`config.mk`:
```
export PLATFORM = sky130hd
export DESIGN_NAME = jrd_div
export DESIGN_NICKNAME = d
export VERILOG_FILES = /design/src/rtl/core/jrd_div.sv
export SDC_FILE = /design/constraint.sdc
export NUM_CORES = 2
export LEC_CHECK = 0
export BUFFER_PORTS_ARGS = -buffer_cell sky130_fd_sc_hd__buf_2
export CAP_MARGIN = 5
export CORE_MARGIN = 5
export CORE_UTILIZATION = 45
export DETAILED_ROUTE_END_ITERATION = 16
export PLACE_DENSITY = 0.6
export SLEW_MARGIN = 10
export SYNTH_ARGS = -nofsm -noshare
export SYNTH_HDL_FRONTEND = slang
export SYNTH_SLANG_ARGS = --single-unit
```
`constraint.sdc`:
```
create_clock -name clock -period 5.4 [get_ports clock]
set_input_delay 1.08 -clock clock [delete_from_list [all_inputs] [get_ports clock]]
set_output_delay 1.08 -clock clock [all_outputs]
set_load 0.02 [all_outputs]
```
`src/rtl/core/jrd_div.sv`:
```
// pipelined restoring divider, one quotient bit per stage
module jrd_div #(
   parameter int NW  = 40,
   parameter int DW  = 24,
   parameter int QW  = 16,
   parameter int SBW = 1
) (
   input  logic           clock,
   input  logic           reset,
   input  logic           en,
   input  logic           in_valid,
   input  logic [NW-1:0]  num,
   input  logic [DW-1:0]  den,
   input  logic [SBW-1:0] in_side,
   output logic           out_valid,
   output logic [QW-1:0]  quo,
   output logic [SBW-1:0] out_side
);

   logic           v_ff    [0:QW-1];
   logic [NW-1:0]  rem_ff  [0:QW-1];
   logic [QW-1:0]  quo_ff  [0:QW-1];
   logic [DW-1:0]  den_ff  [0:QW-1];
   logic [SBW-1:0] side_ff [0:QW-1];

   for (genvar j = 0; j < QW; j++) begin : g_stage
      logic           v_src;
      logic [NW-1:0]  rem_src;
      logic [QW-1:0]  quo_src;
      logic [DW-1:0]  den_src;
      logic [SBW-1:0] side_src;
      logic [NW-1:0]  den_sh;
      logic           take;

      if (j == 0) begin : g_first
         assign v_src    = in_valid;
         assign rem_src  = num;
         assign quo_src  = '0;
         assign den_src  = den;
         assign side_src = in_side;
      end else begin : g_next
         assign v_src    = v_ff[j-1];
         assign rem_src  = rem_ff[j-1];
         assign quo_src  = quo_ff[j-1];
         assign den_src  = den_ff[j-1];
         assign side_src = side_ff[j-1];
      end

      assign den_sh = {{(NW-DW){1'b0}}, den_src} << (QW - 1 - j);
      assign take   = rem_src >= den_sh;

      always_ff @(posedge clock) begin
         if (reset) begin
            v_ff[j] <= 1'b0;
         end else if (en) begin
            v_ff[j] <= v_src;
         end
         if (en) begin
            rem_ff[j]  <= take ? rem_src - den_sh : rem_src;
            quo_ff[j]  <= quo_src | (QW'(take) << (QW - 1 - j));
            den_ff[j]  <= den_src;
            side_ff[j] <= side_src;
         end
      end
   end

   assign out_valid = v_ff[QW-1];
   assign quo       = quo_ff[QW-1];
   assign out_side  = side_ff[QW-1];

endmodule

```
==> metrics <==
vias in the first global route=40,700; RR Startpoint=rem_ff[9][27]; DRC=0; async set or reset register ratio after synthesis=0; layout cells sized above 1=0.0883; most frequent cells in the layout=edfxtp_1, inv_1, a21oi_1; Final period util=0.791; CTS tree=done; Flop pwr share=0.387; DR vias=39,400; clock network fraction of design power=0.241; required time of the critical path=5.87 ns; Fin. Hold Viols=0; Hold/Removal Path Class=flip-flop to flip-flop; setup violators final=0; cell count after synthesis=5,249; largest net degree at the start of global routing=145; die width=378 um; outcome=completed; VDD IR max=295 uV; CP Launch Point=rem_ff[9][27]; Die ar.=143,000 um^2; drt via density=5.41; internal power=0.0229 W; CP Class=flip-flop to flip-flop; clock transition at the registers of the reported paths=0.06 ns; Max Used Layer=met4; Initial DRT Pass Iterations=5; Post-CTS Resized=0; Critical Path Source Type=flip-flop; antenna diode count=0; worst hold start=quo_ff[13][11]; Setup Buffers After CTS=0; mean post-synth cell area=11.6 um^2; metal3 WL=3690 um; hold_ws=0.407 ns; pwr dens=513 nW/um^2; Sw Share=0.340; Max-cap violations=0; Worst EP arrival=4.74 ns; DIE HEIGHT=378 um; CP top delay family=simple AND/OR/NAND/NOR gates; global-route wire length before repair=200,000 um; Syn Std Cell Area=60,800 um^2; max-slew violations=0; Yosys reg bits=1,128; Slew headroom=0.191; clk_skew=0.0249 ns; Pleak=26.4 nW; Initial Util=0.454; IO Port Bufs=86; Seq/Total Area, Yosys=0.557; M1 wire length=44,200 um; initial drt markers=1,358; Comb pwr share=0.372; Post-synth EDFFs=1,128; Fmax=234 MHz; Sum Neg Setup Slack=0 ns; shortest period the worst path allows=4.27 ns; syn nets=5,717; num rows=134; Distinct cells, synth=93; max incr delay on CP=0.74 ns; Synth Flop Type=edfxtp_1; Worst-Skew Late Latency=0.75 ns; Met2 Wirelength=66,300 um; unrepaired setup endpoints after global routing=false; commonest non-fill, non-tap cell in the layout=edfxtp_1; Critical Path, Cell by Cell=ha_1 > nand4b_1 > or4_1 > nor4_1 > nand2_1 > nand4b_1 > o21ba_2 > inv_2 > o2111ai_1 > nor4_1 > xor2_1; CTS max path bufs=3; nets@finish=5,883; initial antenna violation count=0; Area Overhead vs Synth=11.3%; GRT Total Usage=0.173; Tightest Pin Transition=1.20 ns; total net switching power=0.0118 W; clock sink count=1,128; Bufs and invs on worst path=1; CTS Buf Count=133; critical path fanouts, max=14; routed len/inst=16.9 um; Root Driver=clkbuf_16; worst slack, placed=0.532 ns; aggregate global routing overflow=0; critical path capture point type=flip-flop; Antenna Violating Nets Remaining=0; I/O pins=87; Core ar.=134,000 um^2; final setup margin=1.13 ns; final WL=123,000 um; GP Congestion=0.911; hold_buf cts=0; Slowest-stage cell, CP=or4_1; Yosys Warn Count=0; fillers=11,600; Post-DP HPWL=92,900 um; H-tree depth=4
-- cell usage after synthesis (25+ instances only) --
| library cell | number | area, um^2 |
|---|---|---|
| and2_1 | 40 | 250 |
| inv_1 | 483 | 1810 |
| mux2_2 | 97 | 1090 |
| nand2b_1 | 66 | 413 |
| nand3_1 | 76 | 380 |
| nor2b_1 | 54 | 338 |
| a21oi_1 | 409 | 2050 |
| a211oi_1 | 37 | 278 |
| a31oi_1 | 41 | 257 |
| nor4_1 | 55 | 344 |
| xor2_1 | 166 | 1450 |
| ha_1 | 384 | 4800 |
| o31ai_1 | 25 | 188 |
| or3_1 | 28 | 175 |
| clkbuf_1 | 75 | 282 |
| nand4_1 | 60 | 375 |
| nand2_1 | 363 | 1360 |
| o21ai_0 | 331 | 1660 |
| nor2_1 | 324 | 1220 |
| xnor2_1 | 238 | 2080 |
| nor3_1 | 80 | 400 |
| and3_1 | 42 | 263 |
| a21o_1 | 154 | 1160 |
| edfxtp_1 | 1128 | 33900 |
| o21bai_1 | 37 | 278 |
| o21a_1 | 58 | 435 |
-- registers in the layout (all words and copies together), names as in the netlist --
signal   cells
rem_ff     600
den_ff     360
quo_ff     136
side_ff     16
v_ff        16
-- through the flow --
step           std cells   util  total power, W  area [um^2]
3_3_place_gp        7048  0.475          0.0262        63600
6_report            7284  0.505          0.0348        67700
3_5_place_dp        7048  0.475          0.0265        63600
4_1_cts             7284  0.505          0.0350        67700
2_1_floorplan       5249      -          0.0233        60800
5_1_grt             7284  0.505          0.0371        67700
-- power by group through the flow --
stage	combinational, W	sequential, W	clock (W)
6_report	0.0129	0.0135	0.00836
5_1_grt	0.0144	0.0137	0.00902
4_1_cts	0.0129	0.0135	0.00867
3_5_place_dp	0.0128	0.0136	0
3_3_place_gp	0.0126	0.0136	0
2_1_floorplan	0.0101	0.0132	0
-- path summary, 6_finish.rpt --
check | to | slack [ns] | depth (start not counted)
setup / recovery | rem_ff[10][34] | 1.13 | 11
hold / removal | quo_ff[14][11] | 0.41 | 0
setup reg to reg | rem_ff[10][34] | 1.13 | 11
hold reg to reg | quo_ff[14][11] | 0.41 | 0
-- kinds of logic after synthesis --
family | after synthesis | synth area share
AND/OR/NAND/NOR | 1310 | 0.107
AO/OA/AOI/OAI | 1307 | 0.135
flip-flops | 1128 | 0.557
buffers and inverters | 591 | 0.0374
XOR/XNOR | 404 | 0.0582
adder cells (fa/ha/maj) | 399 | 0.0839
multiplexers | 110 | 0.0209
-- area by class of cell --
class	instances	area [um^2]	area share
Multi-Input combinational cell	3530	24700	0.366
Clock inverter	82	679	0.0100
Tap cell	1768	2210	0.0327
Sequential cell	1128	33900	0.500
Clock buffer	154	3430	0.0506
Inverter	486	1820	0.0270
Timing Repair Buffer	136	928	0.0137
-- layer usage --
metal  vias to the layer above  GRT usage
li1                      19700          -
met4                         0      0.115
met3                       399     0.0263
met1                     18500      0.167
met5                         -          0
met2                       787      0.337
(Power assumes the default switching activity.)
