<file path="config.mk">
export PLATFORM = sky130hd
export DESIGN_NAME = jrd_cordic
export DESIGN_NICKNAME = d
export VERILOG_FILES = /design/src/rtl/core/jrd_pkg.sv /design/src/rtl/core/jrd_cordic.sv
export SDC_FILE = /design/constraint.sdc
export NUM_CORES = 2
export LEC_CHECK = 0
export ABC_AREA = 1
export BUFFER_PORTS_ARGS = -buffer_cell sky130_fd_sc_hd__buf_2
export CAP_MARGIN = 20
export CORE_ASPECT_RATIO = 1.5
export CORE_MARGIN = 1.5
export CORE_UTILIZATION = 65
export CTS_BUF_LIST = sky130_fd_sc_hd__clkbuf_8 sky130_fd_sc_hd__clkbuf_16
export DETAILED_ROUTE_END_ITERATION = 6
export PLACE_DENSITY = 0.9
export SYNTH_ARGS = -nofsm -noshare
export SYNTH_HDL_FRONTEND = slang
export SYNTH_SLANG_ARGS = --single-unit
</file>
<file path="constraint.sdc">
create_clock -name clock -period 7.15 [get_ports clock]
set_clock_uncertainty 0.2 [all_clocks]
set_input_delay 0.3575 -clock clock [delete_from_list [all_inputs] [get_ports clock]]
set_output_delay 0.3575 -clock clock [all_outputs]
set_load 0.02 [all_outputs]
</file>
<file path="src/rtl/core/jrd_pkg.sv">
// shared widths, constants and the cordic arctangent table
package jrd_pkg;

   localparam int FRAC_BITS   = 15;
   localparam int EXT_BITS    = 8;
   localparam int AXIS_W      = 16;
   localparam int LEN_W       = 24;
   localparam int ROOT_LAT    = 25;
   localparam int CORDIC_W    = 27;
   localparam int MAX_STAGES  = 24;
   localparam int CSR_INDEX_W = 1;
   localparam int CSR_DATA_W  = 16;

   localparam logic [CSR_INDEX_W-1:0] REG_INNER = 1'b0;
   localparam logic [CSR_INDEX_W-1:0] REG_OUTER = 1'b1;

   localparam logic [15:0] INNER_RESET = 16'd0;
   localparam logic [15:0] OUTER_RESET = 16'h8000;

   typedef logic signed [AXIS_W-1:0] axis_type;
   typedef logic [AXIS_W-1:0]        mag_type;
   typedef logic [LEN_W-1:0]         len_type;
   typedef logic signed [CORDIC_W-1:0] cordic_type;

   // atan(2^-i) in 2^-16 degree
   function automatic cordic_type atan_entry(input int unsigned idx);
      cordic_type val;
      case (idx)
         0:       val = 27'sd2949120;
         1:       val = 27'sd1740967;
         2:       val = 27'sd919879;
         3:       val = 27'sd466945;
         4:       val = 27'sd234379;
         5:       val = 27'sd117304;
         6:       val = 27'sd58666;
         7:       val = 27'sd29335;
         8:       val = 27'sd14668;
         9:       val = 27'sd7334;
         10:      val = 27'sd3667;
         11:      val = 27'sd1833;
         12:      val = 27'sd917;
         13:      val = 27'sd458;
         14:      val = 27'sd229;
         15:      val = 27'sd115;
         16:      val = 27'sd57;
         17:      val = 27'sd29;
         18:      val = 27'sd14;
         19:      val = 27'sd7;
         20:      val = 27'sd4;
         21:      val = 27'sd2;
         22:      val = 27'sd1;
         default: val = 27'sd0;
      endcase
      return val;
   endfunction

endpackage

</file>
<file path="src/rtl/core/jrd_cordic.sv">
// pipelined vectoring cordic giving the angle in 1/128 degree
module jrd_cordic #(
   parameter int STAGES = 16
) (
   input  logic              clock,
   input  logic              en,
   input  jrd_pkg::axis_type in_x,
   input  jrd_pkg::axis_type in_y,
   output jrd_pkg::axis_type angle
);
   import jrd_pkg::*;

   localparam cordic_type HALF_TURN = 27'sd11796480;
   localparam cordic_type LIMIT     = 27'sd23040;

   cordic_type x_ff [0:STAGES];
   cordic_type y_ff [0:STAGES];
   cordic_type z_ff [0:STAGES];
   axis_type   angle_ff;

   cordic_type xe;
   cordic_type ye;

   assign xe = {{3{in_x[AXIS_W-1]}}, in_x, 8'b0};
   assign ye = {{3{in_y[AXIS_W-1]}}, in_y, 8'b0};

   // fold the left half plane over by a half turn
   always_ff @(posedge clock) begin
      if (en) begin
         if (in_x[AXIS_W-1]) begin
            x_ff[0] <= -xe;
            y_ff[0] <= -ye;
            z_ff[0] <= in_y[AXIS_W-1] ? -HALF_TURN : HALF_TURN;
         end else begin
            x_ff[0] <= xe;
            y_ff[0] <= ye;
            z_ff[0] <= '0;
         end
      end
   end

   for (genvar i = 1; i <= STAGES; i++) begin : g_rot
      cordic_type xs;
      cordic_type ys;
      assign xs = x_ff[i-1] >>> (i - 1);
      assign ys = y_ff[i-1] >>> (i - 1);
      always_ff @(posedge clock) begin
         if (en) begin
            if (!y_ff[i-1][CORDIC_W-1]) begin
               x_ff[i] <= x_ff[i-1] + ys;
               y_ff[i] <= y_ff[i-1] - xs;
               z_ff[i] <= z_ff[i-1] + atan_entry(i - 1);
            end else begin
               x_ff[i] <= x_ff[i-1] - ys;
               y_ff[i] <= y_ff[i-1] + xs;
               z_ff[i] <= z_ff[i-1] - atan_entry(i - 1);
            end
         end
      end
   end

   cordic_type z_round;
   assign z_round = (z_ff[STAGES] + 27'sd256) >>> 9;

   always_ff @(posedge clock) begin
      if (en) begin
         if (z_round > LIMIT) begin
            angle_ff <= AXIS_W'(LIMIT);
         end else if (z_round < -LIMIT) begin
            angle_ff <= AXIS_W'(-LIMIT);
         end else begin
            angle_ff <= z_round[AXIS_W-1:0];
         end
      end
   end

   assign angle = angle_ff;

endmodule

</file>
==> impl_results.md <==
* Area Growth Syn to Fin at 7.06%
* Nets@finish at 14486
* Clk_lat worst skew at just over 0.8 ns
* CTS tree: yes
* Root Driver: clkbuf_16
* Most frequent cells in the layout: nand2_1, inv_1, a21oi_1
* Syn Inst Count at approximately 13000
* Worst path most repeated cell: nand2_1
* Via density at slightly above 6
* M2 GR Usage at 0.738
* Global-route wire length before repair at 500 mm
* Routed vias at 93691
* Post-CTS Setup Bufs at 0
* M1 GR Usage at 0.344
* Reg-to-reg endpoint: x_ff[13][16]
* DP Wirelength at 260 mm
* Setup TNS at 0 ns
* Post-route ant nets at 0
* Commonest non-fill, non-tap cell in the layout: nand2_1
* Syn. warnings at 0
* Mapped Nets at 14334
* Grt ovf at 0
* F_max at 0.192 GHz
* Crit path time final at 5.21 ns
* Cell area after synthesis at 0.103 mm^2
* Max Cap Viol at 0
* First DRT Iteration DRCs at 6544
* Port Buf Inserts at 49
* Critical path's largest stage delay at 0.57 ns
* Unrepaired setup endpoints after global routing: false
* Num CTS Buffers at 113
* Post-CTS sizing at 0
* H-Tree Depth at 3
* Final worst path period share at 0.728
* Gr busiest metal: met2
* # setup viols final at 0
* Max Buffers Root-to-Sink at 3
* CP arrival at ~5.6 ns
* Worst Setup Path Type: primary input to flop
* Final routed DRC violation total at 11
* FILL cells at 12899
* Post-synthesis sequential element count at 1131
* Status: complete, but fails checks
* Drt pass-1 iters at 7
* Syn Area/Cell at 7.88 um^2
* Synth Flop Type: edfxtp_1
* Final Hold Fails at 0
* Worst setup startpoint: en
* Failing checks: design-rule violations
* Maximum fanout along the worst path at 63
* Startpoint Class: primary input
* Async SR Flop Fraction at 0
* Slowest-stage cell, CP: dlygate4sd3_1
* Post-Route WL at 328 mm
* Share of cells above drive strength 1 at 0.0290
* Gp weighted congestion at 1.08
* Largest net degree at the start of global routing at slightly below 200
* Reg2Reg Setup Slack at 2.35 ns
* Critical Path, Cell by Cell: dlygate4sd3_1, buf_8, buf_4, nand2_1, buf_4, inv_1, buf_4, nor2_1, xor2_1, ha_1, a21oi_1, o21ai_0, a21oi_1, o21ai_0, a21oi_1, inv_1, nand2_1, nand2_1, nand2_1, nand2_1
* Worst rel slew slack at 0.197
* FP Rows at roughly 180
* I/O pin count at 50
* Vias in the first global route at between 90000 and 100k
* Pins Over Slew Limit at 0
* Number of synthesized flops with an enable pin at 1131
* Total GRT Usage at 0.400
* Initial Util at 0.653
* DIE AREA at between 0.15 and 0.2 mm^2
* FF-to-FF path depth at 11
* Crit path required time at between 7 and 8 ns
* Synth cell types at 65
* Routed wire per std cell at 21.2 um
* Met3 Use GR at 0.0741
* R2r startpoint: y_ff[12][26]
* Die W at 329 um
* Chip Height at roughly 490 um
* Clk slew on worst S/H paths at about 0.07 ns
* Tightest Pin Transition at 1.20 ns
* Crit end category: flop
* CTS Hold Bufs at 48
* Core area at 0.158 mm^2
* Register area share after synthesis at 0.328
* CP Capture Point: x_ff[7][21]
* Sink Count at 1131
* Initial antenna violation count at 20
* Hold/Removal Path Class: primary input to flop
-- registers in the layout (all words and copies together) (netlist names) --
signal  cells
y_ff      373
angle      16
x_ff      360
z_ff      382
-- through the flow --
stage	instance area [um^2]	instances	utilization	hold slack, ns	setup WS (ns)
after floorplan	103000	13126	-	0.200	3.31
after global placement	106000	15193	0.671	0.208	2.09
after detailed placement	106000	15193	0.671	0.206	2.05
after CTS	111000	15451	0.699	0.0682	2.22
after global routing	111000	15459	0.699	0.107	1.70
final	111000	15465	0.699	0.123	1.94
-- Yosys cell counts, drive strengths merged (6+ instances only) --
cell     count  area [um^2]
a211oi      30          225
nor4        79          494
a21o       127          953
o21bai     121          908
clkbuf      65          244
o22ai        6         37.5
a21oi     1252         6270
o21a        36          270
a221oi      13          114
nor3       264         1350
xor2       973         8520
xnor2      403         3530
o311ai       7         61.3
edfxtp    1131        34000
o211ai      48          360
o31ai       50          399
o41ai        8         70.1
nor3b        9         72.6
ha        1141        14300
or2         57          357
buf         44          209
a31oi       98          613
o21ai      839         4240
nand4      154          970
fa          33          661
a21boi      38          285
inv       1671         6270
nor2      1204         4550
nand3      542         2720
nand2     2604         9800
o221ai       6         52.6
o2111ai     11         96.3
nand3b      23          173
-- cell families (layout without fill, tap and decap cells) --
group | Yosys count | in the layout | synth area share
compound gates | 2709 | 2709 | 0.146
xor+xnor | 1376 | 1376 | 0.117
fa+ha+maj | 1174 | 1174 | 0.144
buf+inv | 1784 | 2031 | 0.0652
flops | 1131 | 1131 | 0.328
mux | 3 | 3 | 0.000290
other cells | 0 | 11 | 0
simple gates | 4949 | 4949 | 0.199
-- critical path, delay by kind of cell --
kind,cells,cell delay (ns)
AOI/OAI and AO/OA,5,1.35
adders and majority gates,1,0.34
and+or+nand+nor,6,0.45
xor gates and xnor gates,1,0.16
buffers and inverters,7,2.76
-- final cells by class --
type / count / area [um^2] / area share
Multi-Input combinational cell: 10211 / 62700 / 0.566
Timing Repair Buffer: 146 / 1170 / 0.0106
Antenna cell: 11 / 27.5 / 0.000249
Sequential cell: 1131 / 34000 / 0.307
Inverter: 1675 / 6290 / 0.0568
Tap cell: 2081 / 2600 / 0.0235
Clock inverter: 97 / 1130 / 0.0102
Clock buffer: 113 / 2830 / 0.0255
-- worst min-delay path by stage --
stage | start | end | slack, ns | cells after the start
floorplan | z_ff[5][1] | z_ff[6][1] | 0.20 | 0
global placement | z_ff[5][2] | z_ff[6][2] | 0.21 | 0
detailed placement | z_ff[5][1] | z_ff[6][1] | 0.21 | 0
CTS | in_x[0] | x_ff[0][8] | 0.07 | 2
global route | in_x[0] | x_ff[0][8] | 0.11 | 2
finish | in_x[0] | x_ff[0][8] | 0.12 | 2
-- routing by layer --
| layer | wire length, um | part of all wire | up-vias |
|---|---|---|---|
| met2 | 169000 | 0.51 | 3745 |
| met5 | 77 | 0.00024 | - |
| met4 | 40100 | 0.12 | 12 |
| li1 | - | - | 45023 |
| met1 | 101000 | 0.31 | 43111 |
| met3 | 17700 | 0.054 | 1800 |
Power is not shown: default switching activity piles up to over one toggle a cycle in this logic, so the estimate is an artifact.
